File: config.mk
export PLATFORM = sky130hd
export DESIGN_NAME = angle_pid_deadband_controller
export DESIGN_NICKNAME = d
export VERILOG_FILES = /design/src/design/apid_pkg.sv /design/src/design/angle_pid_deadband_controller.sv /design/src/design/apid_div.sv /design/src/design/apid_dpath.sv /design/src/design/apid_ctrl.sv
export VERILOG_INCLUDE_DIRS = /design/src /design/src/design
export SDC_FILE = /design/constraint.sdc
export NUM_CORES = 2
export LEC_CHECK = 0
export ABC_CLOCK_PERIOD_IN_PS = 12400
export BUFFER_PORTS_ARGS = -buffer_cell sky130_fd_sc_hd__buf_2
export CAP_MARGIN = 20
export CORE_MARGIN = 5
export CORE_UTILIZATION = 30
export CTS_CLUSTER_DIAMETER = 150
export DETAILED_ROUTE_END_ITERATION = 10
export PLACE_DENSITY = 0.5
export RECOVER_POWER = 50
export SYNTH_ARGS = -nofsm -noshare
export SYNTH_HDL_FRONTEND = slang
export SYNTH_SLANG_ARGS = --single-unit
File: constraint.sdc
create_clock -name clk -period 12.4 [get_ports clk]
set_clock_uncertainty 0.2 [all_clocks]
set_input_delay 3.1 -clock clk [delete_from_list [all_inputs] [get_ports clk]]
set_output_delay 3.1 -clock clk [all_outputs]
set_load 0.03 [all_outputs]
File: src/design/angle_pid_deadband_controller_assert.svh
// ----------------------------------------------------------------------------
// Assertion macros for the angle PID controller
// Concurrent checks clocked on clk and held off while rst_n is low.
// ----------------------------------------------------------------------------
`ifndef ANGLE_PID_DEADBAND_CONTROLLER_ASSERT_SVH
`define ANGLE_PID_DEADBAND_CONTROLLER_ASSERT_SVH

// Consequent must hold in the same cycle as the antecedent
`define APID_ASSERT_NOW(lbl, ante, cons, msg) \
    lbl: assert property (@(posedge clk) disable iff (!rst_n) (ante) |-> (cons)) \
        else $error(msg);

// Consequent must hold in the cycle after the antecedent
`define APID_ASSERT_NEXT(lbl, ante, cons, msg) \
    lbl: assert property (@(posedge clk) disable iff (!rst_n) (ante) |=> (cons)) \
        else $error(msg);

`endif

File: src/design/apid_pkg.sv
// ----------------------------------------------------------------------------
// apid_pkg
// Widths, constants, codes and the command/status types shared by the
// angle PID controller modules.
// ----------------------------------------------------------------------------
package apid_pkg;

    // Fixed-point format of angles and the integral width
    localparam int FRAC_BITS = 8;
    localparam int SUM_WIDTH = 32;
    localparam int GAIN_FRAC = 8;

    // Field and register widths
    localparam int GAIN_W     = 12;
    localparam int DB_W       = 16;
    localparam int CPR_W      = 16;
    localparam int LIM_W      = 8;
    localparam int RAW_W      = 10;
    localparam int ENC_W      = 32;
    localparam int TGT_W      = 9;
    localparam int DUTY_W     = 8;
    localparam int PID_W      = 9;
    localparam int CFG_IDX_W  = 3;
    localparam int CFG_DATA_W = 16;
    localparam int IN_DATA_W  = 48;
    localparam int OUT_DATA_W = 24;
    localparam int OUT_FIELDS_W = DUTY_W + 2 + PID_W + 2;

    // Angle constants
    localparam int DEG_PER_REV = 360;
    localparam int HALF_TURN   = 179;

    // Register reset values
    localparam logic [GAIN_W-1:0] GAIN_PROP_RST  = GAIN_W'(166);
    localparam logic [GAIN_W-1:0] GAIN_INTEG_RST = GAIN_W'(18);
    localparam logic [GAIN_W-1:0] GAIN_DERIV_RST = GAIN_W'(512);
    localparam logic [DB_W-1:0]   DEADBAND_RST   = DB_W'(1280);
    localparam logic [CPR_W-1:0]  CPR_RST        = CPR_W'(709);
    localparam logic [LIM_W-1:0]  LIMIT_RST      = LIM_W'(255);

    // Derived datapath widths
    localparam int POS_W  = FRAC_BITS + 10;
    localparam int ERR_W  = FRAC_BITS + 11;
    localparam int DERR_W = ERR_W + 1;
    localparam int DIVD_RAW = (FRAC_BITS + CPR_W + 9 > ENC_W) ?
                              FRAC_BITS + CPR_W + 9 : ENC_W;
    localparam int DIVD_W = DIVD_RAW + (DIVD_RAW % 2);
    localparam int MUL_W  = (SUM_WIDTH > DERR_W) ? SUM_WIDTH : DERR_W;
    localparam int PROD_W = GAIN_W + 1 + MUL_W;
    localparam int ACC_W  = PROD_W + 2;
    localparam int SCALE_SH = FRAC_BITS + GAIN_FRAC;
    localparam int CMP_W  = ((ERR_W > DB_W + 1) ? ERR_W : DB_W + 1) + 1;
    localparam int SADD_W = ((SUM_WIDTH > ERR_W) ? SUM_WIDTH : ERR_W) + 1;

    // Item kinds on the input tuser
    localparam logic MODE_SETPT = 1'b0;
    localparam logic MODE_TICK  = 1'b1;

    typedef enum logic [CFG_IDX_W-1:0] {
        CFG_GAIN_PROP  = 3'd0,
        CFG_GAIN_INTEG = 3'd1,
        CFG_GAIN_DERIV = 3'd2,
        CFG_DEADBAND   = 3'd3,
        CFG_CPR        = 3'd4,
        CFG_LIMIT      = 3'd5
    } cfg_reg_t;

    typedef enum logic [3:0] {
        S_IDLE,
        S_MOD,
        S_POS,
        S_DECIDE,
        S_MUL_P,
        S_MUL_I,
        S_MUL_D,
        S_ACC,
        S_CLAMP,
        S_OUT
    } state_t;

    typedef enum logic [1:0] {
        RES_ZERO,
        RES_SETPT,
        RES_BRAKE,
        RES_DRIVE
    } res_sel_t;

    typedef enum logic [1:0] {
        MUL_PROP,
        MUL_INTEG,
        MUL_DERIV
    } mul_op_t;

    typedef enum logic [1:0] {
        ACC_HOLD,
        ACC_LOAD,
        ACC_ADD
    } acc_op_t;

    typedef struct packed {
        logic [GAIN_W-1:0] gain_prop;
        logic [GAIN_W-1:0] gain_integ;
        logic [GAIN_W-1:0] gain_deriv;
        logic [DB_W-1:0]   deadband;
        logic [CPR_W-1:0]  cpr;
        logic [LIM_W-1:0]  limit;
    } cfg_t;

    typedef struct packed {
        logic     take_setpt;
        logic     take_tick;
        logic     div_scale;
        logic     form_err;
        logic     decide;
        logic     mul_en;
        mul_op_t  mul_op;
        acc_op_t  acc_op;
        logic     clamp;
        logic     out_load;
        res_sel_t res_sel;
    } cmd_t;

    typedef struct packed {
        logic running;
        logic div_busy;
        logic loop_run;
    } status_t;

    // Result fields, last member in the lowest bits
    typedef struct packed {
        logic              encoder_clear;
        logic              active;
        logic [PID_W-1:0]  pid_value;
        logic              dir_b;
        logic              dir_a;
        logic [DUTY_W-1:0] drive_duty;
    } result_t;

endpackage

File: src/design/angle_pid_deadband_controller.sv
// ----------------------------------------------------------------------------
// angle_pid_deadband_controller
// Setpoint items and idle ticks go straight to the output state. Running
// ticks pass through two divider passes of 17 two-bit steps each and,
// while the loop runs, three products on one multiplier before the clamp
// and output. A stalled output holds the sequencer. One item in flight at
// a time.
// Reset (async, rst_n low) restores the register defaults and clears state.
// ----------------------------------------------------------------------------
`include "angle_pid_deadband_controller_assert.svh"

module angle_pid_deadband_controller
    import apid_pkg::*;
(
    input  logic                  clk,
    input  logic                  rst_n,
    // Input item stream
    input  logic                  s_axis_tvalid,
    output logic                  s_axis_tready,
    input  logic [IN_DATA_W-1:0]  s_axis_tdata,   // setpoint_raw[9:0], encoder_count[41:10]
    input  logic [0:0]            s_axis_tuser,   // mode[0]
    // Result item stream
    output logic                  m_axis_tvalid,
    input  logic                  m_axis_tready,
    output logic [OUT_DATA_W-1:0] m_axis_tdata,   // drive_duty[7:0], dir_a[8], dir_b[9],
                                                  // pid_value[18:10], active[19],
                                                  // encoder_clear[20]
    // Configuration write port
    input  logic                  cfg_we,
    input  logic [CFG_IDX_W-1:0]  cfg_idx,
    input  logic [CFG_DATA_W-1:0] cfg_wdata
);

    cfg_t    cfg_reg;
    cmd_t    cmd;
    status_t status;
    result_t result;
    result_t out_reg;
    logic    out_valid_reg;
    logic    out_free;

    // Configuration registers
    always_ff @(posedge clk or negedge rst_n)
    begin
        if (!rst_n)
        begin
            cfg_reg.gain_prop  <= GAIN_PROP_RST;
            cfg_reg.gain_integ <= GAIN_INTEG_RST;
            cfg_reg.gain_deriv <= GAIN_DERIV_RST;
            cfg_reg.deadband   <= DEADBAND_RST;
            cfg_reg.cpr        <= CPR_RST;
            cfg_reg.limit      <= LIMIT_RST;
        end
        else if (cfg_we)
        begin
            case (cfg_reg_t'(cfg_idx))
                CFG_GAIN_PROP:  cfg_reg.gain_prop  <= cfg_wdata[GAIN_W-1:0];
                CFG_GAIN_INTEG: cfg_reg.gain_integ <= cfg_wdata[GAIN_W-1:0];
                CFG_GAIN_DERIV: cfg_reg.gain_deriv <= cfg_wdata[GAIN_W-1:0];
                CFG_DEADBAND:   cfg_reg.deadband   <= cfg_wdata[DB_W-1:0];
                CFG_CPR:        cfg_reg.cpr        <= cfg_wdata[CPR_W-1:0];
                CFG_LIMIT:      cfg_reg.limit      <= cfg_wdata[LIM_W-1:0];
                default:        cfg_reg            <= cfg_reg;
            endcase
        end
    end

    assign out_free = !out_valid_reg || m_axis_tready;

    apid_ctrl u_ctrl (
        .clk      (clk),
        .rst_n    (rst_n),
        .in_valid (s_axis_tvalid),
        .in_mode  (s_axis_tuser[0]),
        .in_ready (s_axis_tready),
        .out_free (out_free),
        .status   (status),
        .cmd      (cmd)
    );

    apid_dpath u_dpath (
        .clk           (clk),
        .rst_n         (rst_n),
        .cmd           (cmd),
        .status        (status),
        .cfg           (cfg_reg),
        .setpoint_raw  (s_axis_tdata[RAW_W-1:0]),
        .encoder_count (s_axis_tdata[RAW_W+ENC_W-1:RAW_W]),
        .result        (result)
    );

    // Output register: hold the item until taken
    always_ff @(posedge clk or negedge rst_n)
    begin
        if (!rst_n)
        begin
            out_valid_reg <= 1'b0;
        end
        else if (cmd.out_load)
        begin
            out_valid_reg <= 1'b1;
        end
        else if (m_axis_tready)
        begin
            out_valid_reg <= 1'b0;
        end
    end

    always_ff @(posedge clk)
    begin
        if (cmd.out_load)
        begin
            out_reg <= result;
        end
    end

    assign m_axis_tvalid = out_valid_reg;
    assign m_axis_tdata  = {{(OUT_DATA_W-OUT_FIELDS_W){1'b0}}, out_reg};

    `APID_ASSERT_NOW(a_no_overwrite, cmd.out_load, !out_valid_reg || m_axis_tready, "result loaded over a pending item")
    `APID_ASSERT_NEXT(a_one_in_flight, s_axis_tvalid && s_axis_tready, !s_axis_tready, "second item accepted while one is in work")

endmodule

File: src/design/apid_div.sv
// ----------------------------------------------------------------------------
// apid_div
// Unsigned restoring divider, two quotient bits per cycle. Gives quotient
// and remainder of a DIVD_W-bit dividend by a nonzero CPR_W-bit divisor.
// ----------------------------------------------------------------------------
`include "angle_pid_deadband_controller_assert.svh"

module apid_div
    import apid_pkg::*;
(
    input  logic              clk,
    input  logic              rst_n,
    input  logic              start,
    input  logic [DIVD_W-1:0] dividend,
    input  logic [CPR_W-1:0]  divisor,
    output logic              busy,
    output logic [DIVD_W-1:0] quotient,
    output logic [CPR_W-1:0]  remainder
);

    localparam int DIV_ITER = DIVD_W / 2;
    localparam int ITER_W   = $clog2(DIV_ITER + 1);

    logic              busy_reg, busy_next;
    logic [ITER_W-1:0] cnt_reg, cnt_next;
    logic [DIVD_W-1:0] quo_reg, quo_next;
    logic [CPR_W-1:0]  rem_reg, rem_next;
    logic [CPR_W-1:0]  dsr_reg;

    // Two compare-and-subtract steps per cycle
    always_comb
    begin
        logic [CPR_W:0] trial;
        logic [CPR_W:0] diff;
        logic           ge;
        quo_next = quo_reg;
        rem_next = rem_reg;
        for (int i = 0; i < 2; i++)
        begin
            trial    = {rem_next, quo_next[DIVD_W-1]};
            diff     = trial - {1'b0, dsr_reg};
            ge       = (trial >= {1'b0, dsr_reg});
            quo_next = {quo_next[DIVD_W-2:0], ge};
            rem_next = ge ? diff[CPR_W-1:0] : trial[CPR_W-1:0];
        end
    end

    // Iteration count and busy flag
    always_comb
    begin
        busy_next = busy_reg;
        cnt_next  = cnt_reg;
        if (start)
        begin
            busy_next = 1'b1;
            cnt_next  = ITER_W'(DIV_ITER);
        end
        else if (busy_reg)
        begin
            cnt_next = cnt_reg - 1'b1;
            if (cnt_reg == ITER_W'(1))
            begin
                busy_next = 1'b0;
            end
        end
    end

    always_ff @(posedge clk or negedge rst_n)
    begin
        if (!rst_n)
        begin
            busy_reg <= 1'b0;
            cnt_reg  <= '0;
        end
        else
        begin
            busy_reg <= busy_next;
            cnt_reg  <= cnt_next;
        end
    end

    // Load operands on start, shift while busy
    always_ff @(posedge clk)
    begin
        if (start)
        begin
            quo_reg <= dividend;
            rem_reg <= '0;
            dsr_reg <= divisor;
        end
        else if (busy_reg)
        begin
            quo_reg <= quo_next;
            rem_reg <= rem_next;
        end
    end

    assign busy      = busy_reg;
    assign quotient  = quo_reg;
    assign remainder = rem_reg;

    `APID_ASSERT_NEXT(a_div_start_busy, start, busy_reg, "divider did not go busy on start")
    `APID_ASSERT_NOW(a_div_rem_range, busy_reg, rem_reg < dsr_reg, "partial remainder not below divisor")

endmodule

File: src/design/apid_dpath.sv
// ----------------------------------------------------------------------------
// apid_dpath
// Datapath of the angle PID controller: setpoint wrap, encoder modulo and
// scaling through a shared divider, error terms, saturating integral, one
// shared multiplier with accumulator, clamp and result formatting.
// ----------------------------------------------------------------------------
`include "angle_pid_deadband_controller_assert.svh"

module apid_dpath
    import apid_pkg::*;
(
    input  logic             clk,
    input  logic             rst_n,
    input  cmd_t             cmd,
    output status_t          status,
    input  cfg_t             cfg,
    input  logic [RAW_W-1:0] setpoint_raw,
    input  logic [ENC_W-1:0] encoder_count,
    output result_t          result
);

    localparam logic signed [RAW_W:0] SP_WRAP_AT = (RAW_W+1)'(HALF_TURN);
    localparam logic signed [RAW_W:0] SP_REV     = (RAW_W+1)'(DEG_PER_REV);
    localparam logic signed [RAW_W:0] TGT_HI     = (RAW_W+1)'(2**(TGT_W-1) - 1);
    localparam logic signed [RAW_W:0] TGT_LO     = -(RAW_W+1)'(2**(TGT_W-1));
    localparam logic signed [SADD_W-1:0] SUM_MAX =
        {{(SADD_W-SUM_WIDTH+1){1'b0}}, {(SUM_WIDTH-1){1'b1}}};
    localparam logic signed [SADD_W-1:0] SUM_MIN =
        {{(SADD_W-SUM_WIDTH+1){1'b1}}, {(SUM_WIDTH-1){1'b0}}};
    localparam logic signed [ACC_W-1:0] ROUND_ADD =
        {{(ACC_W-SCALE_SH){1'b0}}, {SCALE_SH{1'b1}}};

    // Loop state
    logic signed [TGT_W-1:0]     target_reg;
    logic                        running_reg;
    logic signed [ERR_W-1:0]     prev_err_reg;
    logic signed [SUM_WIDTH-1:0] sum_reg;

    // Per-tick working registers
    logic                        enc_neg_reg;
    logic signed [ERR_W-1:0]     err_reg, err_next;
    logic signed [DERR_W-1:0]    derr_reg, derr_next;
    logic signed [PROD_W-1:0]    prod_reg;
    logic signed [ACC_W-1:0]     acc_reg;
    logic signed [PID_W-1:0]     pid_reg, pid_next;
    logic                        fwd_reg, fwd_next;

    logic signed [RAW_W:0]       sp_wide, sp_wrap;
    logic signed [TGT_W-1:0]     sp_sat;
    logic [ENC_W-1:0]            enc_mag;
    logic [CPR_W-1:0]            cpr_eff;
    logic [DIVD_W-1:0]           scaled, div_dividend, div_quo;
    logic [CPR_W-1:0]            div_rem;
    logic                        div_start, div_busy;
    logic [POS_W-2:0]            pos_mag;
    logic signed [POS_W-1:0]     pos;
    logic signed [ERR_W-1:0]     tgt_q;
    logic signed [CMP_W-1:0]     err_c, db_c;
    logic                        loop_run;
    logic signed [SADD_W-1:0]    sadd;
    logic signed [SUM_WIDTH-1:0] sum_sat;
    logic [GAIN_W-1:0]           mul_gain;
    logic signed [MUL_W-1:0]     mul_val;
    logic signed [ACC_W-1:0]     prod_ext, lim, clamped, rounded, ival;
    logic signed [PID_W-1:0]     pid_mag;

    // Setpoint wrap to the signed half turn, then saturate to the target range
    always_comb
    begin
        sp_wide = {setpoint_raw[RAW_W-1], setpoint_raw};
        sp_wrap = (sp_wide > SP_WRAP_AT) ? sp_wide - SP_REV : sp_wide;
        if (sp_wrap > TGT_HI)
        begin
            sp_sat = TGT_HI[TGT_W-1:0];
        end
        else if (sp_wrap < TGT_LO)
        begin
            sp_sat = TGT_LO[TGT_W-1:0];
        end
        else
        begin
            sp_sat = sp_wrap[TGT_W-1:0];
        end
    end

    // Divider operands: encoder magnitude first, then scaled remainder
    assign enc_mag = encoder_count[ENC_W-1] ? (~encoder_count + 1'b1) : encoder_count;
    assign cpr_eff = (cfg.cpr == '0) ? CPR_W'(1) : cfg.cpr;
    assign scaled  = (DIVD_W'(div_rem) * DIVD_W'(DEG_PER_REV)) << FRAC_BITS;
    assign div_start    = cmd.take_tick | cmd.div_scale;
    assign div_dividend = cmd.take_tick ? DIVD_W'(enc_mag) : scaled;

    apid_div u_div (
        .clk       (clk),
        .rst_n     (rst_n),
        .start     (div_start),
        .dividend  (div_dividend),
        .divisor   (cpr_eff),
        .busy      (div_busy),
        .quotient  (div_quo),
        .remainder (div_rem)
    );

    // Position, error and error difference
    always_comb
    begin
        pos_mag   = div_quo[POS_W-2:0];
        pos       = enc_neg_reg ? -$signed({1'b0, pos_mag}) : $signed({1'b0, pos_mag});
        tgt_q     = {{(ERR_W-TGT_W-FRAC_BITS){target_reg[TGT_W-1]}}, target_reg,
                     {FRAC_BITS{1'b0}}};
        err_next  = tgt_q - {{(ERR_W-POS_W){pos[POS_W-1]}}, pos};
        derr_next = {err_next[ERR_W-1], err_next} - {prev_err_reg[ERR_W-1], prev_err_reg};
    end

    // Deadband test and saturating integral
    always_comb
    begin
        err_c    = {{(CMP_W-ERR_W){err_reg[ERR_W-1]}}, err_reg};
        db_c     = {{(CMP_W-DB_W){1'b0}}, cfg.deadband};
        loop_run = (err_c > db_c) || ((err_c < -db_c) && (target_reg != '0));
        sadd     = {{(SADD_W-SUM_WIDTH){sum_reg[SUM_WIDTH-1]}}, sum_reg}
                 + {{(SADD_W-ERR_W){err_reg[ERR_W-1]}}, err_reg};
        if (sadd > SUM_MAX)
        begin
            sum_sat = SUM_MAX[SUM_WIDTH-1:0];
        end
        else if (sadd < SUM_MIN)
        begin
            sum_sat = SUM_MIN[SUM_WIDTH-1:0];
        end
        else
        begin
            sum_sat = sadd[SUM_WIDTH-1:0];
        end
    end

    // Multiplier operand select
    always_comb
    begin
        case (cmd.mul_op)
            MUL_PROP:
            begin
                mul_gain = cfg.gain_prop;
                mul_val  = {{(MUL_W-ERR_W){err_reg[ERR_W-1]}}, err_reg};
            end
            MUL_INTEG:
            begin
                mul_gain = cfg.gain_integ;
                mul_val  = {{(MUL_W-SUM_WIDTH){sum_reg[SUM_WIDTH-1]}}, sum_reg};
            end
            MUL_DERIV:
            begin
                mul_gain = cfg.gain_deriv;
                mul_val  = {{(MUL_W-DERR_W){derr_reg[DERR_W-1]}}, derr_reg};
            end
            default:
            begin
                mul_gain = '0;
                mul_val  = '0;
            end
        endcase
    end

    // Clamp to the drive limit and truncate toward zero
    always_comb
    begin
        prod_ext = {{(ACC_W-PROD_W){prod_reg[PROD_W-1]}}, prod_reg};
        lim      = {{(ACC_W-LIM_W-SCALE_SH){1'b0}}, cfg.limit, {SCALE_SH{1'b0}}};
        if (acc_reg > lim)
        begin
            clamped = lim;
        end
        else if (acc_reg < -lim)
        begin
            clamped = -lim;
        end
        else
        begin
            clamped = acc_reg;
        end
        rounded  = clamped[ACC_W-1] ? clamped + ROUND_ADD : clamped;
        ival     = rounded >>> SCALE_SH;
        pid_next = ival[PID_W-1:0];
        // Forward only for a strictly positive sum
        fwd_next = !acc_reg[ACC_W-1] && (acc_reg != '0);
    end

    // Loop state updates
    always_ff @(posedge clk or negedge rst_n)
    begin
        if (!rst_n)
        begin
            target_reg   <= '0;
            running_reg  <= 1'b0;
            prev_err_reg <= '0;
            sum_reg      <= '0;
        end
        else
        begin
            if (cmd.take_setpt)
            begin
                target_reg  <= sp_sat;
                running_reg <= 1'b1;
            end
            if (cmd.form_err)
            begin
                prev_err_reg <= err_next;
            end
            if (cmd.decide)
            begin
                if (loop_run)
                begin
                    sum_reg <= sum_sat;
                end
                else
                begin
                    sum_reg     <= '0;
                    running_reg <= 1'b0;
                end
            end
        end
    end

    // Working registers
    always_ff @(posedge clk)
    begin
        if (cmd.take_tick)
        begin
            enc_neg_reg <= encoder_count[ENC_W-1];
        end
        if (cmd.form_err)
        begin
            err_reg  <= err_next;
            derr_reg <= derr_next;
        end
        if (cmd.mul_en)
        begin
            prod_reg <= $signed({1'b0, mul_gain}) * mul_val;
        end
        case (cmd.acc_op)
            ACC_LOAD: acc_reg <= prod_ext;
            ACC_ADD:  acc_reg <= acc_reg + prod_ext;
            default:  acc_reg <= acc_reg;
        endcase
        if (cmd.clamp)
        begin
            pid_reg <= pid_next;
            fwd_reg <= fwd_next;
        end
    end

    // Result formatting
    always_comb
    begin
        pid_mag = pid_reg[PID_W-1] ? -pid_reg : pid_reg;
        result  = '0;
        case (cmd.res_sel)
            RES_ZERO:
            begin
                result = '0;
            end
            RES_SETPT:
            begin
                result.active        = 1'b1;
                result.encoder_clear = 1'b1;
            end
            RES_BRAKE:
            begin
                result.dir_a         = 1'b1;
                result.dir_b         = 1'b1;
                result.encoder_clear = 1'b1;
            end
            RES_DRIVE:
            begin
                result.drive_duty = pid_mag[DUTY_W-1:0];
                result.dir_a      = fwd_reg;
                result.dir_b      = ~fwd_reg;
                result.pid_value  = pid_reg;
                result.active     = 1'b1;
            end
            default:
            begin
                result = '0;
            end
        endcase
    end

    assign status.running  = running_reg;
    assign status.div_busy = div_busy;
    assign status.loop_run = loop_run;

    `APID_ASSERT_NEXT(a_stop_clears, cmd.decide && !loop_run, !running_reg && (sum_reg == '0), "loop stop did not clear running and integral")

endmodule

File: src/design/apid_ctrl.sv
// ----------------------------------------------------------------------------
// apid_ctrl
// Sequencer of the angle PID controller. Takes one item at a time, steps
// the datapath through modulo, scaling, error, decision, multiply and clamp,
// and hands the result to the output register.
// ----------------------------------------------------------------------------
module apid_ctrl
    import apid_pkg::*;
(
    input  logic    clk,
    input  logic    rst_n,
    input  logic    in_valid,
    input  logic    in_mode,
    output logic    in_ready,
    input  logic    out_free,
    input  status_t status,
    output cmd_t    cmd
);

    state_t   state_reg, state_next;
    res_sel_t res_sel_reg, res_sel_next;

    // Next state
    always_comb
    begin
        state_next   = state_reg;
        res_sel_next = res_sel_reg;
        case (state_reg)
            S_IDLE:
            begin
                if (in_valid)
                begin
                    if (in_mode == MODE_SETPT)
                    begin
                        state_next   = S_OUT;
                        res_sel_next = RES_SETPT;
                    end
                    else if (status.running)
                    begin
                        state_next = S_MOD;
                    end
                    else
                    begin
                        state_next   = S_OUT;
                        res_sel_next = RES_ZERO;
                    end
                end
            end
            S_MOD:
            begin
                if (!status.div_busy)
                begin
                    state_next = S_POS;
                end
            end
            S_POS:
            begin
                if (!status.div_busy)
                begin
                    state_next = S_DECIDE;
                end
            end
            S_DECIDE:
            begin
                if (status.loop_run)
                begin
                    state_next = S_MUL_P;
                end
                else
                begin
                    state_next   = S_OUT;
                    res_sel_next = RES_BRAKE;
                end
            end
            S_MUL_P: state_next = S_MUL_I;
            S_MUL_I: state_next = S_MUL_D;
            S_MUL_D: state_next = S_ACC;
            S_ACC:   state_next = S_CLAMP;
            S_CLAMP:
            begin
                state_next   = S_OUT;
                res_sel_next = RES_DRIVE;
            end
            S_OUT:
            begin
                if (out_free)
                begin
                    state_next = S_IDLE;
                end
            end
            default: state_next = S_IDLE;
        endcase
    end

    // Datapath commands
    always_comb
    begin
        cmd         = '0;
        cmd.res_sel = res_sel_reg;
        in_ready    = 1'b0;
        case (state_reg)
            S_IDLE:
            begin
                in_ready       = 1'b1;
                cmd.take_setpt = in_valid && (in_mode == MODE_SETPT);
                cmd.take_tick  = in_valid && (in_mode == MODE_TICK) && status.running;
            end
            S_MOD:
            begin
                cmd.div_scale = !status.div_busy;
            end
            S_POS:
            begin
                cmd.form_err = !status.div_busy;
            end
            S_DECIDE:
            begin
                cmd.decide = 1'b1;
            end
            S_MUL_P:
            begin
                cmd.mul_en = 1'b1;
                cmd.mul_op = MUL_PROP;
            end
            S_MUL_I:
            begin
                cmd.mul_en = 1'b1;
                cmd.mul_op = MUL_INTEG;
                cmd.acc_op = ACC_LOAD;
            end
            S_MUL_D:
            begin
                cmd.mul_en = 1'b1;
                cmd.mul_op = MUL_DERIV;
                cmd.acc_op = ACC_ADD;
            end
            S_ACC:
            begin
                cmd.acc_op = ACC_ADD;
            end
            S_CLAMP:
            begin
                cmd.clamp = 1'b1;
            end
            S_OUT:
            begin
                cmd.out_load = out_free;
            end
            default:
            begin
                cmd = '0;
            end
        endcase
    end

    always_ff @(posedge clk or negedge rst_n)
    begin
        if (!rst_n)
        begin
            state_reg   <= S_IDLE;
            res_sel_reg <= RES_ZERO;
        end
        else
        begin
            state_reg   <= state_next;
            res_sel_reg <= res_sel_next;
        end
    end

endmodule

Yosys cells after proc, flatten, opt, wreduce, memory -nomap -nowiden --
Index checks and enable logic that the tools add are counted.
Operators by class: $add $sub $neg 14, multiply operators 2, $lt $le $gt $ge 11, eq/ne operators 28, muxes and demuxes 56, bitwise gates (word level) 4, reduce and logical (&&, ||, !) cells 32
Operators by type and width (count):
- 32-bit two-way mux | 4
- 32-bit one-hot mux with 3 select lines | 1
- 47-bit two-way mux | 2
- 47-bit one-hot mux with 2 select lines | 1
- 34-bit two-way mux | 2
- 47-bit by 45-bit adder with 47-bit output | 1
- 47-bit by 25-bit greater-than comparator with 1-bit output | 1
- 47-bit less-than comparator | 1
- 24-bit negator with 47-bit output | 1
- 47-bit nonzero test | 1
- 13-bit by 32-bit multiplier with 45-bit output | 1
- 4-bit one-hot mux with 10 select lines | 1
- 12-bit one-hot mux with 3 select lines | 1
- 17-bit by 16-bit >= comparator with 1-bit output | 2
- 32-bit by 19-bit adder with 33-bit output | 1
- 33-bit by 32-bit greater-than comparator with 1-bit output (second input constant) | 1
- 33-bit by 32-bit less-than comparator with 1-bit output (second input constant) | 1
- 33-bit two-way mux | 1
- 32-bit by 1-bit adder with 32-bit output (second input constant) | 1
- 16-bit two-way mux | 2
- 32-bit inverter | 1
- 16-bit subtractor | 2
- 4-bit two-way mux | 7
- 25-bit by 17-bit adder with 25-bit output (second input constant) | 1
- 53 further kinds | 109
Word-level totals: register bits 379, input bits 73, output and inout bits 26, word-level logic and storage cells 178

Depth between registers and ports, before layout --
word-level depth 6, depth in mapped cells 31, mapped depth without buffers 29

By module --
Synthesis repeated with hierarchy kept, for this count alone.
Second synthesis, totals: cell total of the unflattened synthesis 4386, area total of the unflattened synthesis 41260.8 sq um
By module, submodules not included:
- apid_dpath | times used 1, cells each 3677, area each 32337.3 sq um, sequential area each 5790.6 sq um
- apid_div | times used 1, cells each 449, area each 4790.8 sq um, sequential area each 1971.9 sq um
- angle_pid_deadband_controller | times used 1, cells each 192, area each 3594.7 sq um, sequential area each 2585.0 sq um
- apid_ctrl | times used 1, cells each 68, area each 538.0 sq um, sequential area each 150.1 sq um

Worst setup path before layout --
OpenSTA, ideal clock, no wires.
path kind reg-to-reg, start point register u_ctrl.state_reg[3], end point register u_dpath.prod_reg[43], data pin, setup time 0.264 ns, arrival time 7.290 ns, data required time 11.936 ns, path slack 4.646 ns, cell stages (with the launch flop) 31, buffers on the path 4, clock period less this slack 7.754 ns, path through dfrtp_1 clkbuf_1 nand2b_1 nor2_1 nor2_1 clkbuf_1 nand2_1 nand2_1 clkbuf_1 buf_1 nand2_1 fa_1 fa_1 inv_1 fa_1 fa_1 inv_1 fa_1 inv_1 ha_1 a21o_1 a221o_1 a21oi_1 o21ai_1 a311o_1 nand2_1 a21oi_1 a41oi_1 o21ai_1 a221oi_1 xnor2_1
Between the ends: cells in the longest elaborated chain, start to end 5, elaborated cells on any way between the ends 10, classes of those cells 1 x mul; 5 x eq/ne; 3 x mux; 1 x reduce/logical
RTL lines:
- from (decl) | RTL line apid_ctrl.sv:20 | state_t state_reg, state_next;
- from (signal assigned) | RTL line apid_ctrl.sv:165 | state_reg <= state_next;
- 4-bit by 3-bit == test with 1-bit output | RTL line apid_ctrl.sv:101 | case (state_reg)
- 3-bit one-hot mux with 3 select lines * | RTL line apid_ctrl.sv:101
- 2-bit == test, or another cell as far along | RTL line apid_dpath.sv:140 | case (cmd.mul_op)
- 12-bit one-hot mux with 3 select lines or 32-bit one-hot mux with 3 select lines (tied branches) | RTL line apid_dpath.sv:140
- 13-bit by 32-bit multiplier with 45-bit output * | RTL line apid_dpath.sv:238 | prod_reg <= $signed({1'b0, mul_gain}) * mul_val;
- to (signal assigned) | RTL line apid_dpath.sv:238
- to (decl) | RTL line apid_dpath.sv:43 | logic signed [PROD_W-1:0] prod_reg;
Mark *: on every way between the ends. The rest lies on a longest branch, timed or not. A chain may end at the register's enable or synchronous reset.

Worst setup path after layout --
Same ends and word-level chain as after synthesis.

==> metrics.txt <==
nature of the critical path startpoint=register; Worst Hold Launch=cfg_reg[21]; Min-Delay Path Class=reg -> reg; Finished Core Util=approximately 33%; setup bufs post-CTS=0; Top Ports=just under 100; initial antenna violation count=7; Syn-to-layout area delta=10.1%; H-tree levels=2; vias post-DR=~30,000; GR Overflow Total=0; final hold viol count=0; top cells by area, synth=fa_1 18%, edfxtp_1 16%, ha_1 11%; Largest register FFs=between 70 and 80; syn_area_per_cell=slightly above 9 um^2; Filler cells=about 14,000; CP max FO=33; Port Buffers=a little under 90; multi-input logic area=~0.027 mm^2; hold buffer count at cts=0; Min-Delay Endpoint=u_dpath.u_div.dsr_reg[13]; # rows=~130; met3 WL=approximately 4300 um; drt first pass iters=5; slowest CP cell=clkbuf_1; top cells by count, synth=633 x inv_1, 424 x nand2_1, 369 x fa_1; worst slew pin tran=about 3400 ps; top layer in use=met5; Synth Flop Type=edfxtp_1; Reg2Reg Setup Slack=between 2000 and 2500 ps; clock latency at the later pin of the worst-skew pair=620 ps; number of flops mapped to enable cells by yosys=roughly 210; core footprint=~0.13 mm^2; Final Cycle Share=approximately 82%; largest net degree at the start of global routing=70; Avg WL per Cell=between 15 and 20 um; Max stage delay on crit path=1400 ps; Worst R2R End=u_dpath.prod_reg[43]; number of global-route vias before repair=30,900; post-CTS sizing=0; RSZ-0062 raised after global routing=no; Max Cap Viol=7; R2R depth=30; DIE AREA=between 0.1 and 0.15 mm^2; post-layout min period=just over 10,000 ps; clock slew at reported path FFs=60 ps; Gate Count Post-Synth=between 4,000 and 5,000; HPWL Detailed=between 80,000 and 90,000 um; sequential share of the synthesized area=approximately 26%; Rel. slew slack=-129%; total CTS buffers=47; failing checks=max-capacitance violations, max-slew violations; fmax=approximately 100 MHz; CTS tree=done; routed vias/inst=around 4.9; Layout Nets=around 5,200; required time worst endpoint=12,550 ps; worst hold path depth=0; Sequential Area=0.0105 mm^2; routability cong.=approximately 0.83; status=finished with violations; Non-Filler Instances=between 6,000 and 7,000; die width=377 um; Synth top area share=18.3%; share of cells above drive strength 1=under 10%; post-synth cell types=87; Critical Path End Type=register; root buf cell=clkbuf_16; Iteration-0 DRC Markers=around 1,500; flops & latches, synth=about 380; met2 WL post-DR=51,100 um; cell repeated most along the worst path=fa_1; synth warn=0; DP Cell Count=roughly 6,000; starting density of the core=a little under a third; synthesized area=slightly above 0.04 mm^2; Die Height=around 380 um; Sink Count=between 300 and 400; GRT Overall Usage=between 10% and 20%; remaining antenna violation count=0; Critical Path AT=between 10,000 and 15,000 ps; Async SR Flop Fraction=39.7%; most common cell in the netlist=inv_1; Slew Viols, Final=slightly above 300; area leader, netlist=fa_1; Setup TNS Final=0 ps; total detailed-routing wirelength=110,000 um; metal1 wirelength=51,900 um; worst r2r src=u_ctrl.state_reg[3]; first-pass GRT wire length=174,000 um; final setup vio count=0; DRC errors left=0; Worst Path Class, Setup=reg -> reg; clk buf depth=3
==> metal layers <==
metal | track usage, % | vias to the layer above
met3 | 1.82 | 100
met5 | 0 | -
met2 | 25.8 | 496
met4 | 3.22 | 4
li1 | - | 14800
met1 | 21.2 | 14800
==> placed cells by master, fill, tap and decap left out, drive strengths merged, types with 34 or more instances in the layout <==
master / Yosys / routed
ha: 365 / 365
dfrtp: 128 / 128
nor4: 34 / 34
nand4: 38 / 38
and2: 52 / 52
edfxtp: 212 / 212
inv: 636 / 639
nand2: 424 / 424
a21oi: 224 / 224
mux2: 127 / 127
xnor2: 171 / 171
o21ai: 161 / 161
buf: 16 / 112
xor2: 92 / 92
nand2b: 38 / 38
nand3: 57 / 57
nor2: 340 / 340
a221o: 35 / 35
clkbuf: 135 / 83
a21o: 122 / 122
nor3: 72 / 72
nor2b: 38 / 38
fa: 369 / 369
==> area by class of cell <==
type	instances	area share, %
tap	1768	4.99
antenna	1	0.00564
multi-input combinational	3167	60.7
sequential	378	23.6
clock buffer	63	3.14
inverter	637	5.39
timing repair buffer	132	1.59
clock inverter	25	0.651
==> worst max path at each step <==
stage,from,endpoint,slack [ps],cells after the start
2_1_floorplan,u_ctrl.state_reg[3],u_dpath.prod_reg[43],4650,30
3_3_place_gp,u_ctrl.state_reg[3],u_dpath.prod_reg[43],3310,30
3_5_place_dp,u_ctrl.state_reg[3],u_dpath.prod_reg[43],3240,30
4_1_cts,u_ctrl.state_reg[2],u_dpath.prod_reg[43],3200,30
5_1_grt,u_ctrl.state_reg[2],u_dpath.prod_reg[43],1550,30
6_report,u_ctrl.state_reg[3],u_dpath.prod_reg[43],2260,30
==> worst max-delay path: cells and delay by family, from the launching register on <==
kind / cells / cell delay [ps]
AND/OR/NAND/NOR: 8 / 1410
buffers and inverters: 6 / 1930
XOR/XNOR: 1 / 100
AO/OA/AOI/OAI: 9 / 2760
adder cells (fa/ha/maj): 6 / 2950
flip-flops: 1 / 480
==> per-stage QoR <==
step           instance area [um^2]  setup slack [ps]  hold slack [ps]
6_report                      44400              2260              270
5_1_grt                       44400              1550              295
4_1_cts                       44500              3200              271
3_5_place_dp                  42800              3240              258
3_3_place_gp                  42800              3310              258
2_1_floorplan                 40300              4650              224
==> kinds of logic (layout without fill, tap and decap cells) <==
kind of cell             Yosys count  count (layout)  synth area share (%)
AO/OA/AOI/OAI                    831             831                  13.6
XOR/XNOR                         263             263                  5.73
adder cells (fa/ha/maj)          734             734                  29.7
buffers and inverters            788             857                  7.41
flip-flops                       378             378                  26.0
multiplexers                     150             150                  4.12
other                              1               4               0.00930
AND/OR/NAND/NOR                 1186            1186                  13.5
Power is not shown: default switching activity piles up to over one toggle a cycle in this logic, so the estimate is an artifact.
